**config.mk**
```make
export PLATFORM = sky130hd
export DESIGN_NAME = pbs_cfg_regs
export DESIGN_NICKNAME = d
export VERILOG_FILES = /design/src/rtl/core/pbs_pkg.sv /design/src/rtl/core/pbs_cfg_regs.sv
export SDC_FILE = /design/constraint.sdc
export NUM_CORES = 1
export LEC_CHECK = 0
export BUFFER_PORTS_ARGS = -buffer_cell sky130_fd_sc_hd__buf_2
export CAP_MARGIN = 15
export CORE_MARGIN = 5
export CORE_UTILIZATION = 32
export DETAILED_ROUTE_END_ITERATION = 10
export HOLD_SLACK_MARGIN = 0.03
export SYNTH_ARGS = -nofsm -noshare
export SYNTH_HDL_FRONTEND = slang
export SYNTH_SLANG_ARGS = --single-unit
```
**constraint.sdc**
```tcl
create_clock -name aclk -period 1.2 [get_ports aclk]
set_input_delay 0.06 -clock aclk [delete_from_list [all_inputs] [get_ports aclk]]
set_output_delay 0.06 -clock aclk [all_outputs]
set_load 0.01 [all_outputs]
```
**src/rtl/core/pbs_pkg.sv**
```systemverilog
// Shared types and constants for the pixel background subtractor.
`timescale 1ns / 1ps

package pbs_pkg;

    // Frame size default and field widths
    localparam int DEFAULT_PIXEL_COUNT = 65536;
    localparam int INDEX_W             = 16;
    localparam int COLOR_W             = 24;
    localparam int DIST_W              = 18;
    localparam int COUNT_W             = 8;
    localparam int WEIGHT_W            = 9;

    // APB register map
    localparam int APB_ADDR_W = 4;
    localparam int APB_DATA_W = 32;

    localparam logic [1:0] REG_DIST_THRESHOLD = 2'd0;
    localparam logic [1:0] REG_DURATION_LIMIT = 2'd1;
    localparam logic [1:0] REG_NEW_WEIGHT     = 2'd2;

    localparam logic [DIST_W-1:0]   RST_DIST_THRESHOLD = 18'd900;
    localparam logic [COUNT_W-1:0]  RST_DURATION_LIMIT = 8'd10;
    localparam logic [WEIGHT_W-1:0] RST_NEW_WEIGHT     = 9'd243;

    // Request kinds carried on s_tuser
    localparam logic FUNC_INIT   = 1'b0;
    localparam logic FUNC_UPDATE = 1'b1;

    // Configuration handed from the register block to the datapath
    typedef struct packed {
        logic [DIST_W-1:0]   dist_threshold;
        logic [COUNT_W-1:0]  duration_limit;
        logic [WEIGHT_W-1:0] new_weight;
    } cfg_t;

endpackage

```
**src/rtl/core/pbs_cfg_regs.sv**
```systemverilog
// APB configuration registers for the pixel background subtractor.
`timescale 1ns / 1ps

module pbs_cfg_regs
    import pbs_pkg::*;
(
    input  logic                  aclk,
    input  logic                  aresetn,
    input  logic                  psel,
    input  logic                  penable,
    input  logic                  pwrite,
    input  logic [APB_ADDR_W-1:0] paddr,
    input  logic [APB_DATA_W-1:0] pwdata,
    output logic [APB_DATA_W-1:0] prdata,
    output logic                  pready,
    output cfg_t                  cfg
);

    cfg_t       cfg_reg;
    logic       wr_en;
    logic [1:0] reg_sel;

    assign pready  = 1'b1;
    assign reg_sel = paddr[3:2];
    assign wr_en   = psel && penable && pwrite && pready;
    assign cfg     = cfg_reg;

    // Register writes; addresses past the map are dropped
    always_ff @(posedge aclk) begin
        if (!aresetn) begin
            cfg_reg.dist_threshold <= RST_DIST_THRESHOLD;
            cfg_reg.duration_limit <= RST_DURATION_LIMIT;
            cfg_reg.new_weight     <= RST_NEW_WEIGHT;
        end else if (wr_en) begin
            case (reg_sel)
                REG_DIST_THRESHOLD: cfg_reg.dist_threshold <= pwdata[DIST_W-1:0];
                REG_DURATION_LIMIT: cfg_reg.duration_limit <= pwdata[COUNT_W-1:0];
                REG_NEW_WEIGHT:     cfg_reg.new_weight     <= pwdata[WEIGHT_W-1:0];
                default: ;
            endcase
        end
    end

    // Read back
    always_comb begin
        case (reg_sel)
            REG_DIST_THRESHOLD: prdata = APB_DATA_W'(cfg_reg.dist_threshold);
            REG_DURATION_LIMIT: prdata = APB_DATA_W'(cfg_reg.duration_limit);
            REG_NEW_WEIGHT:     prdata = APB_DATA_W'(cfg_reg.new_weight);
            default:            prdata = '0;
        endcase
    end

endmodule

```
==> impl_metrics.csv <==
group,metric,value,unit
power,power_switching,0.6563,mW
finish,layout.cells.most_common,"buf_2",
power,pwr-share-clk,45.4,%
clock_tree,postCtsSetupBuffers,0,
clock_tree,cts.clk_slew.worst_paths,0.08,ns
floorplan,fp.dieArea,7053,um^2
power,intPower,2.165,mW
setup_path,max_stage_delay,0.36,ns
timing,grt_setup_unrepaired,"no",
placement,place_hpwl,3461,um
timing,hold_viol,0,
placement,dpl.cell_count,355,
timing,fin_crit_sh,90.42,%
power,pwr-share-seq,42.3,%
finish,fin_nets,342,
finish,diodes,0,
min_path,hold_class,"primary input to flop",
timing,drv_slew,0,
power,p_per_area,1135,nW/um^2
finish,layoutNonFillerInstCount,374,
job,cap_viol_max_count,0,
drt,dr.first_iter.drc_count,61,
floorplan,die_h,83.99,um
global_routing,grt_max_degree,53,
timing,finClkSkew,0,ns
clock_tree,cts_root_buf,"clkbuf_8",
synth,synth_seq_area_share,40.00,%
global_routing,grt-ovfl-total,0,
drt,wl,4702,um
placement,placement.io_buffers,77,
timing,whs,0.04626,ns
floorplan,core-area,5405,um^2
timing,fmax,921.6,MHz
drt,drc_errors,0,
floorplan,rows,27,
global_routing,grt_pass1_wl,7672,um
power,finalPower,2.821,mW
power,p_comb_share,12.4,%
drt,met1_length,2046,um
setup_path,critPathSlowestCell,"dfxtp_1",
drt,highest_layer,"met4",
finish,final_util,46.00,%
setup_path,crit_required,1.14,ns
clock_tree,clock-sinks,35,
placement,post_dp_cell_area,2238,um^2
timing,finalSetupViolCount,0,
synth,synth_area_per_cell,8.422,um^2
clock_tree,cts_buffers,5,
power,p_sw_share,23.26,%
placement,pre_cts_ws,0.004185,ns
run_status,outcome,"finished, final reports clean",
finish,fill_cells,582,
clock_tree,tritoncts,"yes",
setup_path,start_kind,"flop",
timing,setup_ws,0.1150,ns
floorplan,start_util,32.41,%
synth,netlist_area,1752,um^2
timing,tns,0,ns
global_routing,grt_antenna_before_repair,0,
setup_path,arrival,1.03,ns
drt,avgViaCountPerCell,4.452,
global_routing,grt_use_total,13.50,%
finish,syn_to_final_growth,41.93,%
placement,gpl.final_weighted_congestion,0.7229,
drt,met3WireLength,437,um
power,cellLeakagePower,1.219,nW
drt,wl_met2,2161,um
power,peakVddDrop,0.7131,mV
finish,drive_gt1_share,33.77,%
timing,min_period,1.085,ns
drt,drt.antenna.violating_nets,0,
drt,dr.pass1.iters,4,
floorplan,ios,109,
finish,final_cell_mix,"buf_2, nand2_1, dfxtp_1",
setup_path,crit_chain,"mux2i_1 -> o21ai_0 -> buf_2",
setup_path,critPathCaptureType,"output port",
synth,synthDistinctLibCells,22,
clock_tree,insertion_delay,0.28,ns
synth,postSynthCellCount,208,
floorplan,fp.dieW,83.99,um
synth,yosys_warnings,0,
synth,synth_seq_cells,35,
global_routing,grt_pass1_vias,1579,
setup_path,crit_fanout,3,
drt,vias,1665,
clock_tree,clk_path_buf_depth,2,
finish,design_area,2486,um^2
clock_tree,htreeDepth,2,
drt,wl_per_cell,12.57,um
finish,largest_register_ffs,35,
setup_path,critPathKind,"flop to output port",
-- cells in the mapped netlist, drive strengths merged --
cell type | n | area share (%)
nand2 | 48 | 10
dfxtp | 35 | 40
mux2i | 32 | 18
buf | 21 | 8.6
o21ai | 19 | 5.4
inv | 11 | 2.4
and2 | 8 | 2.9
clkbuf | 8 | 1.7
o211ai | 7 | 3.0
nor2 | 5 | 2.1
o311ai | 5 | 2.5
conb | 2 | 0.43
nand2b | 2 | 0.71
or2 | 2 | 0.71
nand3 | 1 | 0.29
nor2b | 1 | 0.36
or3 | 1 | 0.36
-- power by group through the flow --
| stage | sequential [mW] | clock [mW] | combinational (mW) |
|---|---|---|---|
| after floorplan | 1.23 | 0 | 0.206 |
| after global placement | 1.22 | 0 | 0.322 |
| after detailed placement | 1.22 | 0 | 0.325 |
| after CTS | 1.19 | 1.31 | 0.353 |
| after global routing | 1.19 | 1.38 | 0.390 |
| final | 1.19 | 1.28 | 0.349 |
-- path summary, 6_finish.rpt --
kind | from | endpoint | slack [ns] | cells past startpoint
setup / recovery | cfg[12]$_SDFFE_PN1P_ | prdata[3] | 0.11 | 3
hold / removal | pwdata[0] | cfg[9]$_SDFFE_PN0P_ | 0.05 | 3
setup reg to reg | cfg[12]$_SDFFE_PN1P_ | cfg[12]$_SDFFE_PN1P_ | 0.53 | 2
hold reg to reg | cfg[11]$_SDFFE_PN0P_ | cfg[11]$_SDFFE_PN0P_ | 0.47 | 2
-- cell families (layout without fill, tap and decap cells) --
group	after synthesis	count (layout)	share of synthesized area (%)
other	2	15	0.4287
multiplexers	32	32	18.29
AND/OR/NAND/NOR	68	68	17.71
AO/OA/AOI/OAI	31	31	10.93
buffers and inverters	40	121	12.64
flip-flops	35	35	40.00
-- cell type report --
class / count / area, um^2 / share of cell area [%]
clock buffers: 5 / 68.82 / 2.768
clock inverters: 3 / 67.56 / 2.718
inverters: 11 / 41.29 / 1.661
flip-flops and latches: 35 / 701.9 / 28.23
repair buffers: 102 / 638.1 / 25.67
well taps: 72 / 90.09 / 3.624
multi-input cells: 146 / 878.3 / 35.33
-- layer usage --
layer  vias to the layer above  track usage (%)
met4                         0            4.386
met3                         7            5.627
met1                       751            16.17
met2                        59            21.84
li1                        848                -
met5                         -                0
-- what timing repair did --
item                       CTS  global route
setup endpoints to repair    0             2
gates resized for setup      0             3
hold buffers                11             0
hold endpoints to repair    11             0
-- critical path: cells and delay by family (launching register included) --
family                 cells  cell delay (ns)
AOI/OAI and AO/OA          1             0.13
buffers and inverters      1             0.16
DFF                        1             0.36
muxes                      1             0.08
Power figures use the tool's default switching activity.
